--- config.mk ---
export PLATFORM = sky130hd
export DESIGN_NAME = rusbt_div
export DESIGN_NICKNAME = d
export VERILOG_FILES = /design/src/hw/rtl/ray_unit_box_slab_test_unit_macros.svh /design/src/hw/rtl/rusbt_pkg.sv /design/src/hw/rtl/rusbt_div.sv
export SDC_FILE = /design/constraint.sdc
export NUM_CORES = 2
export LEC_CHECK = 0
export BUFFER_PORTS_ARGS = -buffer_cell sky130_fd_sc_hd__clkbuf_2
export CAP_MARGIN = 20
export CELL_PAD_IN_SITES_DETAIL_PLACEMENT = 1
export CELL_PAD_IN_SITES_GLOBAL_PLACEMENT = 1
export CORE_ASPECT_RATIO = 1.2
export CORE_MARGIN = 1.5
export CORE_UTILIZATION = 57
export DETAILED_ROUTE_END_ITERATION = 8
export PLACE_DENSITY_LB_ADDON = 0.1
export SLEW_MARGIN = 20
export SYNTH_ARGS = -nofsm -noshare
export SYNTH_HDL_FRONTEND = slang
export SYNTH_SLANG_ARGS = --single-unit
--- constraint.sdc ---
create_clock -name clk -period 13.8 [get_ports clk]
set_input_delay 2.76 -clock clk [delete_from_list [all_inputs] [get_ports clk]]
set_output_delay 2.76 -clock clk [all_outputs]
set_load 0.05 [all_outputs]
--- src/hw/rtl/ray_unit_box_slab_test_unit_macros.svh ---
// Assertion macros shared by the ray and box slab test RTL.
`ifndef RAY_UNIT_BOX_SLAB_TEST_UNIT_MACROS_SVH
`define RAY_UNIT_BOX_SLAB_TEST_UNIT_MACROS_SVH

// Same-cycle implication, disabled during reset.
`define RUSBT_ASSERT_IMP(lbl, clk, rst, ante, cons) \
  lbl: assert property (@(posedge clk) disable iff (rst) (ante) |-> (cons)) \
    else $error("rusbt assertion failed");

// Next-cycle implication, disabled during reset.
`define RUSBT_ASSERT_NXT(lbl, clk, rst, ante, cons) \
  lbl: assert property (@(posedge clk) disable iff (rst) (ante) |=> (cons)) \
    else $error("rusbt assertion failed");

`endif

--- src/hw/rtl/rusbt_pkg.sv ---
// Types, constants and helpers for the ray and box slab test.
`default_nettype none
package rusbt_pkg;

  typedef struct packed {
    logic signed [31:0] origin_x;
    logic signed [31:0] origin_y;
    logic signed [31:0] origin_z;
    logic signed [31:0] dir_x;
    logic signed [31:0] dir_y;
    logic signed [31:0] dir_z;
  } ray_in_t;

  typedef struct packed {
    logic        hit;
    logic [30:0] hit_distance;
  } ray_out_t;

  // Flags that travel beside the quotient through the divider.
  typedef struct packed {
    logic ovf;
    logic neg;
    logic den_zero;
    logic num_zero;
    logic num_pos;
  } div_flags_t;

  localparam logic [2:0]  REG_MIN_DISTANCE = 3'd0;
  localparam logic [15:0] MIN_DISTANCE_RESET = 16'd66;
  localparam logic signed [33:0] ONE_Q16 = 34'sd65536;
  localparam logic signed [31:0] Q32_MAX = 32'sh7FFF_FFFF;
  localparam logic signed [31:0] Q32_MIN = 32'sh8000_0000;
  localparam int DIV_STEPS = 32;
  // Divider latency: operand stage, one stage per quotient bit, result stage.
  localparam int DIV_LAT = DIV_STEPS + 2;

  // Slab plane numerator; the direction's sign picks the near plane.
  function automatic logic signed [33:0] slab_num(input logic signed [31:0] o,
                                                  input logic dneg,
                                                  input logic far_sel);
    logic signed [33:0] lo;
    logic signed [33:0] hi;
    lo = -ONE_Q16 - 34'(o);
    hi = ONE_Q16 - 34'(o);
    return (dneg ^ far_sel) ? hi : lo;
  endfunction

endpackage
`default_nettype wire

--- src/hw/rtl/rusbt_div.sv ---
// Pipelined saturating Q16.16 divider, one quotient bit per stage.
`default_nettype none
module rusbt_div import rusbt_pkg::*; (
  input  wire logic               clk,
  input  wire logic               en,
  input  wire logic signed [33:0] num,
  input  wire logic signed [31:0] den,
  output logic signed [31:0]      quo
);

  logic [63:0]  w_s   [0:DIV_STEPS];
  logic [31:0]  b_s   [0:DIV_STEPS];
  div_flags_t   f_s   [0:DIV_STEPS];

  logic [32:0]  a_mag;
  logic [31:0]  b_mag;
  div_flags_t   f_pre;

  function automatic logic [63:0] div_step(input logic [63:0] w, input logic [31:0] b);
    logic [32:0] cand;
    logic [32:0] diff;
    cand = w[63:31];
    diff = cand - {1'b0, b};
    if (cand >= {1'b0, b}) begin
      return {diff[31:0], w[30:0], 1'b1};
    end
    return {cand[31:0], w[30:0], 1'b0};
  endfunction

  always_comb begin
    a_mag = num[33] ? 33'(-num) : num[32:0];
    b_mag = den[31] ? 32'(-den) : den;
    // The quotient needs more than 32 bits when |num| / 2^16 >= |den|.
    f_pre.ovf      = {15'd0, a_mag[32:16]} >= b_mag;
    f_pre.neg      = num[33] ^ den[31];
    f_pre.den_zero = (den == 32'sd0);
    f_pre.num_zero = (num == 34'sd0);
    f_pre.num_pos  = !num[33];
  end

  always_ff @(posedge clk) begin
    if (en) begin
      w_s[0] <= {15'd0, a_mag[32:16], a_mag[15:0], 16'd0};
      b_s[0] <= b_mag;
      f_s[0] <= f_pre;
      for (int i = 0; i < DIV_STEPS; i++) begin
        w_s[i+1] <= div_step(w_s[i], b_s[i]);
        b_s[i+1] <= b_s[i];
        f_s[i+1] <= f_s[i];
      end
    end
  end

  logic [31:0] q;
  div_flags_t  fl;
  assign q  = w_s[DIV_STEPS][31:0];
  assign fl = f_s[DIV_STEPS];

  always_ff @(posedge clk) begin
    if (en) begin
      if (fl.den_zero) begin
        quo <= fl.num_zero ? 32'sd0 : (fl.num_pos ? Q32_MAX : Q32_MIN);
      end else if (fl.neg) begin
        quo <= (fl.ovf || q[31]) ? Q32_MIN : 32'(-q);
      end else begin
        quo <= (fl.ovf || q[31]) ? Q32_MAX : q;
      end
    end
  end

endmodule
`default_nettype wire

==> flow_metrics.py <==
metrics = {
    "die": {
        "start_util_pct": 57.3,
        "die_height_um": 569,
        "num_io_pins": 100,
        "die-area_sq_um": 270000,
        "core_region_area_sq_um": 265000,
        "fp-row-count": 207,
        "dieWidth_um": 474,
    },
    "cts": {
        "cts_buffer_depth": 4,
        "cts.sinks": 2894,
        "cts_tree": "built",
        "cts_hold_buf": 0,
        "cts-root-buf": "clkbuf_16",
        "clk_pin_slew_worst_paths_ns": 0.07,
        "cts_resized": 0,
        "htreeDepth": 5,
        "numCtsBuffers": 305,
        "post-cts-setup-buffers": 0,
        "clk-insertion-delay-late_ns": 0.91,
    },
    "grt": {
        "antenna_found_initial": 11,
        "overflow": 0,
        "grt_max_degree": 199,
        "track_usage_pct": 30.4,
        "grt_pass1_vias": 109000,
        "grt_first_pass_wirelength_mm": 640,
    },
    "hold_path": {
        "min_delay_path_depth": 0,
        "hp-class": "register to register",
        "hold_path_end": "w_s[0][1665]",
        "min_from": "w_s[0][1600]",
    },
    "finish": {
        "fillers": 26400,
        "final_cells": 16700,
        "drive_gt1_share_pct": 9.35,
        "num-nets-final": 14000,
        "design_area_sq_um": 167000,
        "syn_to_final_growth_pct": 9.86,
    },
    "detailed_routing": {
        "vias_per_cell": 6.06,
        "vias": 101000,
        "wl_per_cell_um": 24.8,
        "first_iter_violations": 7210,
        "wl_mm": 414,
        "drc": 0,
        "dr.pass1.iters": 6,
        "ant_nets": 0,
    },
    "sta": {
        "rsz0062_at_grt": "no",
        "max_freq_ghz": 0.151,
        "finalSetupTns_ns": 0,
        "min_period_over_period_pct": 48.1,
        "worstMarginPinSlew_ns": 1.17,
        "slew_violations": 0,
        "finalHoldViolCount": 0,
        "final-setup-viol-count": 0,
        "whs_ns": 0.364,
        "relSlewSlack_pct": 21.1,
        "fin_worst_skew_ns": 0.0872,
        "fin_crit_ns": 6.64,
    },
    "critical_path": {
        "start_kind": "input pin",
        "end_kind": "register",
        "crit_type": "input pin to register",
        "cp.arrival_ns": 7.23,
        "rrSetupSlack_ns": 8.44,
        "critPathMaxFanout": 4,
        "reg2reg_to": "w_s[0][1380]",
        "rr_worst_depth": 14,
        "required_ns": 14.39,
        "r2r-start": "b_s[0][641]",
        "startpoint": "num[0]",
    },
    "placement": {
        "routabilityCongestion": 0.917,
        "port_buffers": 99,
        "placed_area_sq_um": 157000,
        "dp_cells": 16100,
        "dp_hpwl_mm": 297,
    },
    "yosys": {
        "avgSynthCellArea_sq_um": 12.0,
        "synth_cell_types": 97,
        "ys_seq_elements": 2894,
        "synth_ff_type": "edfxtp_1",
        "syn_inst": 12700,
        "ys_seq_area_share_pct": 57.2,
        "syn_nets": 13800,
        "syn_area_sq_um": 152000,
        "async_reset_ff_share_pct": 0,
        "synth_edf_count": 2894,
        "ys_warn_count": 0,
    },
    "status": {
        "status": "finished clean",
    },
    "power_and_ir_drop": {
        "p_leak_nw": 67.0,
        "ir_drop_uv": 175,
        "finalPower_mw": 39.8,
        "power.density_nw_per_um2": 238,
    },
    "run": {
        "cap_violations": 0,
    },
}
-- placed cells by master (no fill, tap or decap), types with 38 or more instances in the layout --
master        n
edfxtp_1   2894
inv_1      1302
ha_1       1029
a21oi_1    1021
o21ai_0     737
nor2_1      729
nand2_1     703
xnor2_1     601
mux2_2      480
a21o_1      470
clkbuf_16   318
xor2_1      285
nand3_1     182
nor2b_1     166
nor3_1      148
nand2b_1    146
nand4_1     140
o21a_1      134
o21bai_1    125
a31oi_1     109
clkbuf_2     98
o31ai_1      76
and3_1       75
a211oi_1     63
clkinv_1     62
or3_1        57
clkinv_2     55
a21boi_0     53
buf_4        52
or2_2        42
and2_1       42
o211ai_1     41
o31a_1       38
-- power breakdown --
| part | internal (mW) | switching [mW] |
|---|---|---|
| clock | 4.86 | 3.57 |
| sequential | 12.6 | 1.33 |
| combinational | 7.22 | 10.1 |
-- layer usage --
layer / share of wire [%] / track usage, % / wire [um]
met1: 39 / 35.4 / 161000
met2: 52 / 55.5 / 216000
met3: 4.0 / 3.96 / 16800
met4: 5.0 / 13.8 / 20900
met5: 0.0031 / 0 / 13
-- per-stage QoR --
stage          worst slack (ns)  util, %
3_5_place_dp               6.34     59.2
5_1_grt                    6.86     63.0
4_1_cts                    7.21     62.9
3_3_place_gp               6.25     59.2
2_1_floorplan              6.92        -
6_report                   7.16     63.0
-- layout make-up --
type	instances	area [sq um]	share of cell area [%]
sequential	2894	86900	52.1
multi-input combinational	8208	59400	35.6
clock buffer	354	8090	4.85
inverter	1304	4890	2.93
tap	3553	4450	2.66
clock inverter	187	1900	1.14
timing repair buffer	169	1240	0.746
antenna	7	17.5	0.0105
-- state kept, by name (all words and copies together), names as in the netlist --
name,count
quo,32
w_s,1673
f_s,165
b_s,1024
-- cells by family after synthesis --
family | synth area share [%]
AO/OA/AOI/OAI | 13.1
flip-flops | 57.2
AND/OR/NAND/NOR | 8.15
buffers and inverters | 3.86
adder cells (fa/ha/maj) | 8.88
XOR/XNOR | 5.11
multiplexers | 3.72
-- worst max-delay path, stage by stage --
cell	delay [ns]
clkbuf_2	0.09
inv_1	0.07
nand2_1	0.07
or4_1	0.46
or2_2	0.33
or4_4	0.44
or3_1	0.41
or4_4	0.46
o31ai_1	0.27
xnor2_1	0.22
ha_1	0.31
a21o_1	0.18
a21o_1	0.18
a21oi_1	0.14
o21ai_0	0.16
a221o_1	0.33
o2111ai_1	0.09
and3_1	0.20
nor4b_1	0.05
-- worst max-delay path by stage --
stage / endpoint / slack (ns)
after detailed placement: f_s[0][4] / 6.34
after floorplan: f_s[0][4] / 6.92
after global placement: f_s[0][4] / 6.25
after global routing: f_s[0][4] / 6.86
after CTS: f_s[0][4] / 7.21
final: f_s[0][4] / 7.16
-- cell usage after synthesis (all sizes together), types with 149 or more instances --
cell type,n,area share (%)
nor2,729,1.8
clkbuf,221,0.56
edfxtp,2894,57
nor2b,166,0.68
xor2,285,1.6
a21o,470,2.3
inv,1303,3.2
a21oi,1024,3.4
o21ai,743,2.4
xnor2,601,3.5
nand3,182,0.60
ha,1029,8.5
nand2,704,1.7
mux2,481,3.6
nor3,149,0.49
Power figures use the tool's default switching activity.
