File: src/hw/rtl/ray_unit_box_slab_test_unit_macros.svh
// Assertion macros shared by the ray and box slab test RTL.
`ifndef RAY_UNIT_BOX_SLAB_TEST_UNIT_MACROS_SVH
`define RAY_UNIT_BOX_SLAB_TEST_UNIT_MACROS_SVH

// Same-cycle implication, disabled during reset.
`define RUSBT_ASSERT_IMP(lbl, clk, rst, ante, cons) \
  lbl: assert property (@(posedge clk) disable iff (rst) (ante) |-> (cons)) \
    else $error("rusbt assertion failed");

// Next-cycle implication, disabled during reset.
`define RUSBT_ASSERT_NXT(lbl, clk, rst, ante, cons) \
  lbl: assert property (@(posedge clk) disable iff (rst) (ante) |=> (cons)) \
    else $error("rusbt assertion failed");

`endif

File: src/hw/rtl/rusbt_pkg.sv
// Types, constants and helpers for the ray and box slab test.
`default_nettype none
package rusbt_pkg;

  typedef struct packed {
    logic signed [31:0] origin_x;
    logic signed [31:0] origin_y;
    logic signed [31:0] origin_z;
    logic signed [31:0] dir_x;
    logic signed [31:0] dir_y;
    logic signed [31:0] dir_z;
  } ray_in_t;

  typedef struct packed {
    logic        hit;
    logic [30:0] hit_distance;
  } ray_out_t;

  // Flags that travel beside the quotient through the divider.
  typedef struct packed {
    logic ovf;
    logic neg;
    logic den_zero;
    logic num_zero;
    logic num_pos;
  } div_flags_t;

  localparam logic [2:0]  REG_MIN_DISTANCE = 3'd0;
  localparam logic [15:0] MIN_DISTANCE_RESET = 16'd66;
  localparam logic signed [33:0] ONE_Q16 = 34'sd65536;
  localparam logic signed [31:0] Q32_MAX = 32'sh7FFF_FFFF;
  localparam logic signed [31:0] Q32_MIN = 32'sh8000_0000;
  localparam int DIV_STEPS = 32;
  // Divider latency: operand stage, one stage per quotient bit, result stage.
  localparam int DIV_LAT = DIV_STEPS + 2;

  // Slab plane numerator; the direction's sign picks the near plane.
  function automatic logic signed [33:0] slab_num(input logic signed [31:0] o,
                                                  input logic dneg,
                                                  input logic far_sel);
    logic signed [33:0] lo;
    logic signed [33:0] hi;
    lo = -ONE_Q16 - 34'(o);
    hi = ONE_Q16 - 34'(o);
    return (dneg ^ far_sel) ? hi : lo;
  endfunction

endpackage
`default_nettype wire

File: src/hw/rtl/rusbt_merge.sv
// Interval narrowing over the three axes and the final hit decision.
`default_nettype none
module rusbt_merge import rusbt_pkg::*; (
  input  wire logic               clk,
  input  wire logic               rst,
  input  wire logic               en,
  input  wire logic               in_v,
  input  wire logic signed [31:0] x0,
  input  wire logic signed [31:0] x1,
  input  wire logic signed [31:0] y0,
  input  wire logic signed [31:0] y1,
  input  wire logic signed [31:0] z0,
  input  wire logic signed [31:0] z1,
  input  wire logic [15:0]        min_distance,
  output logic                    out_v,
  output ray_out_t                out_word
);

  logic               v1;
  logic               miss1;
  logic signed [31:0] t0;
  logic signed [31:0] t1;
  logic signed [31:0] zn;
  logic signed [31:0] zf;

  logic               miss2;
  logic signed [31:0] tf;
  logic               hit_c;

  always_ff @(posedge clk) begin
    if (rst) begin
      v1    <= 1'b0;
      out_v <= 1'b0;
    end else if (en) begin
      v1    <= in_v;
      out_v <= v1;
    end
  end

  always_ff @(posedge clk) begin
    if (en) begin
      miss1 <= (x0 > y1) || (y0 > x1);
      t0    <= (y0 > x0) ? y0 : x0;
      t1    <= (y1 < x1) ? y1 : x1;
      zn    <= z0;
      zf    <= z1;
    end
  end

  always_comb begin
    miss2 = miss1 || (t0 > zf) || (zn > t1);
    tf    = (zn > t0) ? zn : t0;
    hit_c = !miss2 && (tf > $signed({16'd0, min_distance}));
  end

  always_ff @(posedge clk) begin
    if (en) begin
      out_word.hit          <= hit_c;
      out_word.hit_distance <= hit_c ? tf[30:0] : 31'd0;
    end
  end

endmodule
`default_nettype wire

File: config.mk
export PLATFORM = sky130hd
export DESIGN_NAME = rusbt_merge
export DESIGN_NICKNAME = d
export VERILOG_FILES = /design/src/hw/rtl/ray_unit_box_slab_test_unit_macros.svh /design/src/hw/rtl/rusbt_pkg.sv /design/src/hw/rtl/rusbt_merge.sv
export SDC_FILE = /design/constraint.sdc
export NUM_CORES = 1
export LEC_CHECK = 0
export ABC_AREA = 1
export CORE_UTILIZATION = 65
export DETAILED_ROUTE_END_ITERATION = 10
export DONT_BUFFER_PORTS = 1
export PLACE_DENSITY_LB_ADDON = 0.05
export SYNTH_ARGS = -nofsm -noshare
export SYNTH_HDL_FRONTEND = slang
export SYNTH_SLANG_ARGS = --single-unit
File: constraint.sdc
create_clock -name clk -period 9.5 [get_ports clk]
set_input_delay 0.475 -clock clk [delete_from_list [all_inputs] [get_ports clk]]
set_output_delay 0.475 -clock clk [all_outputs]
set_load 0.01 [all_outputs]
==> flow_summary.json <==
{
  "layout-drive-gt1-share": 0.0468,
  "power_density_mw_per_mm2": 159,
  "net-switching-power_uw": 707,
  "floorplan.io_pins": 245,
  "post_synth_num_cell_types": 40,
  "finalCritPeriodShare": 0.519,
  "timing.clock.skew_ns": 0.00966,
  "buffer_cell_driving_the_clock_tree_root": "clkbuf_16",
  "clock_tree.htree_level_count": 4,
  "netlist_top_cells_area": "edfxtp_1 38%, ha_1 24%, inv_1 9.8%, nand2_1 8.7%, a21oi_1 4.0%",
  "finalMaxSlewViolations": 0,
  "synth_enable_flop_cells": 161,
  "post_cts_clock_slew_at_the_launch_and_capture_registers_of_the_worst_setup_and_hold_paths_ns": 0.06,
  "crit_path_max_incr_delay_ns": 0.65,
  "vdd_ir_drop_max_v": 0.000135,
  "rsz_0062_raised_after_global_routing": "false",
  "placeableCoreArea_mm2": 0.0190,
  "crit_path_frequent_cell": "nand2_1",
  "critical_path_required_ns": 9.63,
  "most_used_dff_post_synth": "edfxtp_1",
  "dr_wl_met2_mm": 12.2,
  "async_reset_ff_frac": 0,
  "sequentialPowerShare": 0.435,
  "internal-power_uw": 1440,
  "finish.cell_count_without_fillers": 1756,
  "via_count_of_the_first_global_routing_pass": 9211,
  "worst_setup_ep": "out_word[0]$_SDFFCE_PN0P_",
  "worst-setup-path-type": "reg -> reg",
  "wl_met3_mm": 2.42,
  "cpMaxStageDelayCell": "nand2_2",
  "worst_setup_path_start_kind": "flop",
  "global_route_wire_length_before_repair_mm": 45.7,
  "maximum_number_of_pins_on_one_net_before_global_route_repair": 165,
  "antenna_left": 0,
  "sw_frac_of_total": 0.330,
  "mostFrequentLayoutCells": "332 x inv_1, 295 x nand2_1, 239 x ha_1",
  "timing.final.hold_violations": 0,
  "place_congestion": 0.925,
  "postCtsHoldBufs": 0,
  "die_area_mm2": 0.0201,
  "die_width_um": 142,
  "final.setup.worst_slack_ns": 4.57,
  "initial_antenna_violation_count": 1,
  "placement.setup.worst_slack_ns": 4.54,
  "static_leakage_uw": 0.00696,
  "yosys.area.top_type_share": 0.380,
  "max-clock-path-buffers": 2,
  "timing.critical_path.to_type": "flop",
  "power_frac_clock": 0.283,
  "tritoncts_num_sinks": 163,
  "synthesis.yosys.warnings": 0,
  "status": "completed",
  "yosysSeqAreaShare": 0.383,
  "final_routed_wirelength_mm": 28.8,
  "remaining_drc_errors": 0,
  "post_synth_instance_area_mm2": 0.0127,
  "layout-area-overhead-vs-synth_pct": 5.71,
  "timing.critical_path.arrival_ns": 5.06,
  "postCtsResizedCells": 0,
  "detailedPlacementHpwl_mm": 23.7,
  "slew_headroom": 0.357,
  "post-cts-setup-buffers": 0,
  "finalWorstPathRequiredPeriod_ns": 4.93,
  "reg2reg_slack_ns": 4.57,
  "placementRows": 50,
  "avgSynthCellArea_um2": 8.55,
  "post_drt_via_cell_ratio": 5.51,
  "grt_util_all_layers": 0.297,
  "max-cap-violations": 0,
  "cts_made_buffers": 17,
  "fillCellCount": 1529,
  "mostFrequentLayoutCell": "inv_1",
  "max_slew.worst_pin.slew_ns": 0.963,
  "highest_layer_used_for_signal_routing": "met5",
  "fin_total_pwr_uw": 2140,
  "netlist.top_cell.by_area": "edfxtp_1",
  "max_clock_freq_mhz": 203,
  "globalRoute.totalOverflow": 0,
  "floorplan.initialDensity": 0.671,
  "clock_latency_ns": 0.43,
  "ys_seq_elements": 163,
  "routed-via-count": 9676,
  "r2r.worst_path.cells": 25,
  "postSynthCellCount": 1487,
  "min_delay_path_class": "in -> reg",
  "timing.setup.tns_ns": 0,
  "comb_power_share": 0.282,
  "rr_endpoint": "out_word[0]$_SDFFCE_PN0P_",
  "timing.final.setup_violations": 0,
  "drt_pass1_iterations": 5,
  "met1_length_mm": 13.3,
  "critical_path.max_fanout": 49,
  "dr.first_iter.drc_count": 680,
  "reg2reg_from": "t0[7]$_DFFE_PP_",
  "port-buffer-count": 0,
  "setup.worst_path.start": "t0[7]$_DFFE_PP_",
  "detail_route.wl_per_cell_um": 16.4,
  "dieHeight_um": 142,
  "tritoncts": "built",
  "synth_nets": 1938,
  "placedCellCount": 1723,
  "fin_nets": 1933
}
==> layer usage <==
layer | up-vias | track usage
met5 | - | 0
met4 | 2 | 0.109
met3 | 55 | 0.0699
met2 | 383 | 0.454
met1 | 4280 | 0.410
li1 | 4956 | -
==> cell usage after synthesis (all sizes together) (2+ instances only) <==
| cell | number |
|---|---|
| edfxtp | 161 |
| o31ai | 2 |
| o21bai | 3 |
| ha | 239 |
| nor4 | 4 |
| o211ai | 9 |
| a21oi | 103 |
| a21o | 5 |
| nand3 | 63 |
| clkbuf | 13 |
| buf | 13 |
| a211oi | 9 |
| nand4 | 35 |
| a31oi | 2 |
| nor3 | 14 |
| dfxtp | 2 |
| nor2 | 79 |
| o221ai | 4 |
| inv | 333 |
| o21a | 9 |
| o21ai | 80 |
| nand2 | 299 |
==> layout make-up <==
| cell class | instances | area [um^2] | area share |
|---|---|---|---|
| antenna | 1 | 2.50 | 0.000186 |
| clock buffer | 19 | 433 | 0.0322 |
| clock inverter | 13 | 86.3 | 0.00642 |
| inverter | 333 | 1250 | 0.0930 |
| multi-input combinational | 965 | 6460 | 0.480 |
| sequential | 163 | 4870 | 0.363 |
| tap | 260 | 325 | 0.0242 |
| timing repair buffer | 2 | 15.0 | 0.00112 |
==> registers in the layout (all words and copies together), names as in the netlist <==
name      flops
zf           32
zn           32
out_v         1
out_word     32
t0           32
miss1         1
t1           32
v1            1
==> worst max-delay path, delay by kind of cell, from the launching register on <==
family	cells	cell delay, ns
and+or+nand+nor	17	2.50
AOI/OAI and AO/OA	5	1.01
adders and majority gates	2	0.64
DFF	1	0.40
buffers and inverters	1	0.06
==> cell families after synthesis <==
family                     Yosys count  synth area share
AOI/OAI and AO/OA                  229            0.0999
adders and majority gates          239             0.235
buffers and inverters              359             0.109
DFF                                163             0.383
and+or+nand+nor                    497             0.172
==> per-stage QoR <==
step                       util  hold WS [ns]  instance area [um^2]
after global placement    0.682         0.436                 12900
final                     0.709         0.110                 13400
after global routing      0.709        0.0904                 13400
after CTS                 0.709        0.0961                 13400
after detailed placement  0.682         0.444                 12900
after floorplan               -         0.430                 12700
==> worst min path at each step <==
| stage | from | end | slack, ns | cells past startpoint |
|---|---|---|---|---|
| 3_5_place_dp | v1$_SDFFE_PP0P_ | v1$_SDFFE_PP0P_ | 0.44 | 2 |
| 6_report | rst | v1$_SDFFE_PP0P_ | 0.11 | 1 |
| 4_1_cts | rst | v1$_SDFFE_PP0P_ | 0.1 | 1 |
| 2_1_floorplan | v1$_SDFFE_PP0P_ | out_v$_SDFFE_PP0P_ | 0.43 | 2 |
| 5_1_grt | rst | v1$_SDFFE_PP0P_ | 0.09 | 1 |
| 3_3_place_gp | v1$_SDFFE_PP0P_ | out_v$_SDFFE_PP0P_ | 0.44 | 2 |
==> power by group through the flow <==
stage	combinational, uW	clock (uW)	sequential [uW]
2_1_floorplan	476	0	924
3_3_place_gp	571	0	943
3_5_place_dp	597	0	944
4_1_cts	602	615	930
5_1_grt	710	639	938
6_report	604	607	932
No activity file was read; power rests on OpenSTA's default activity.
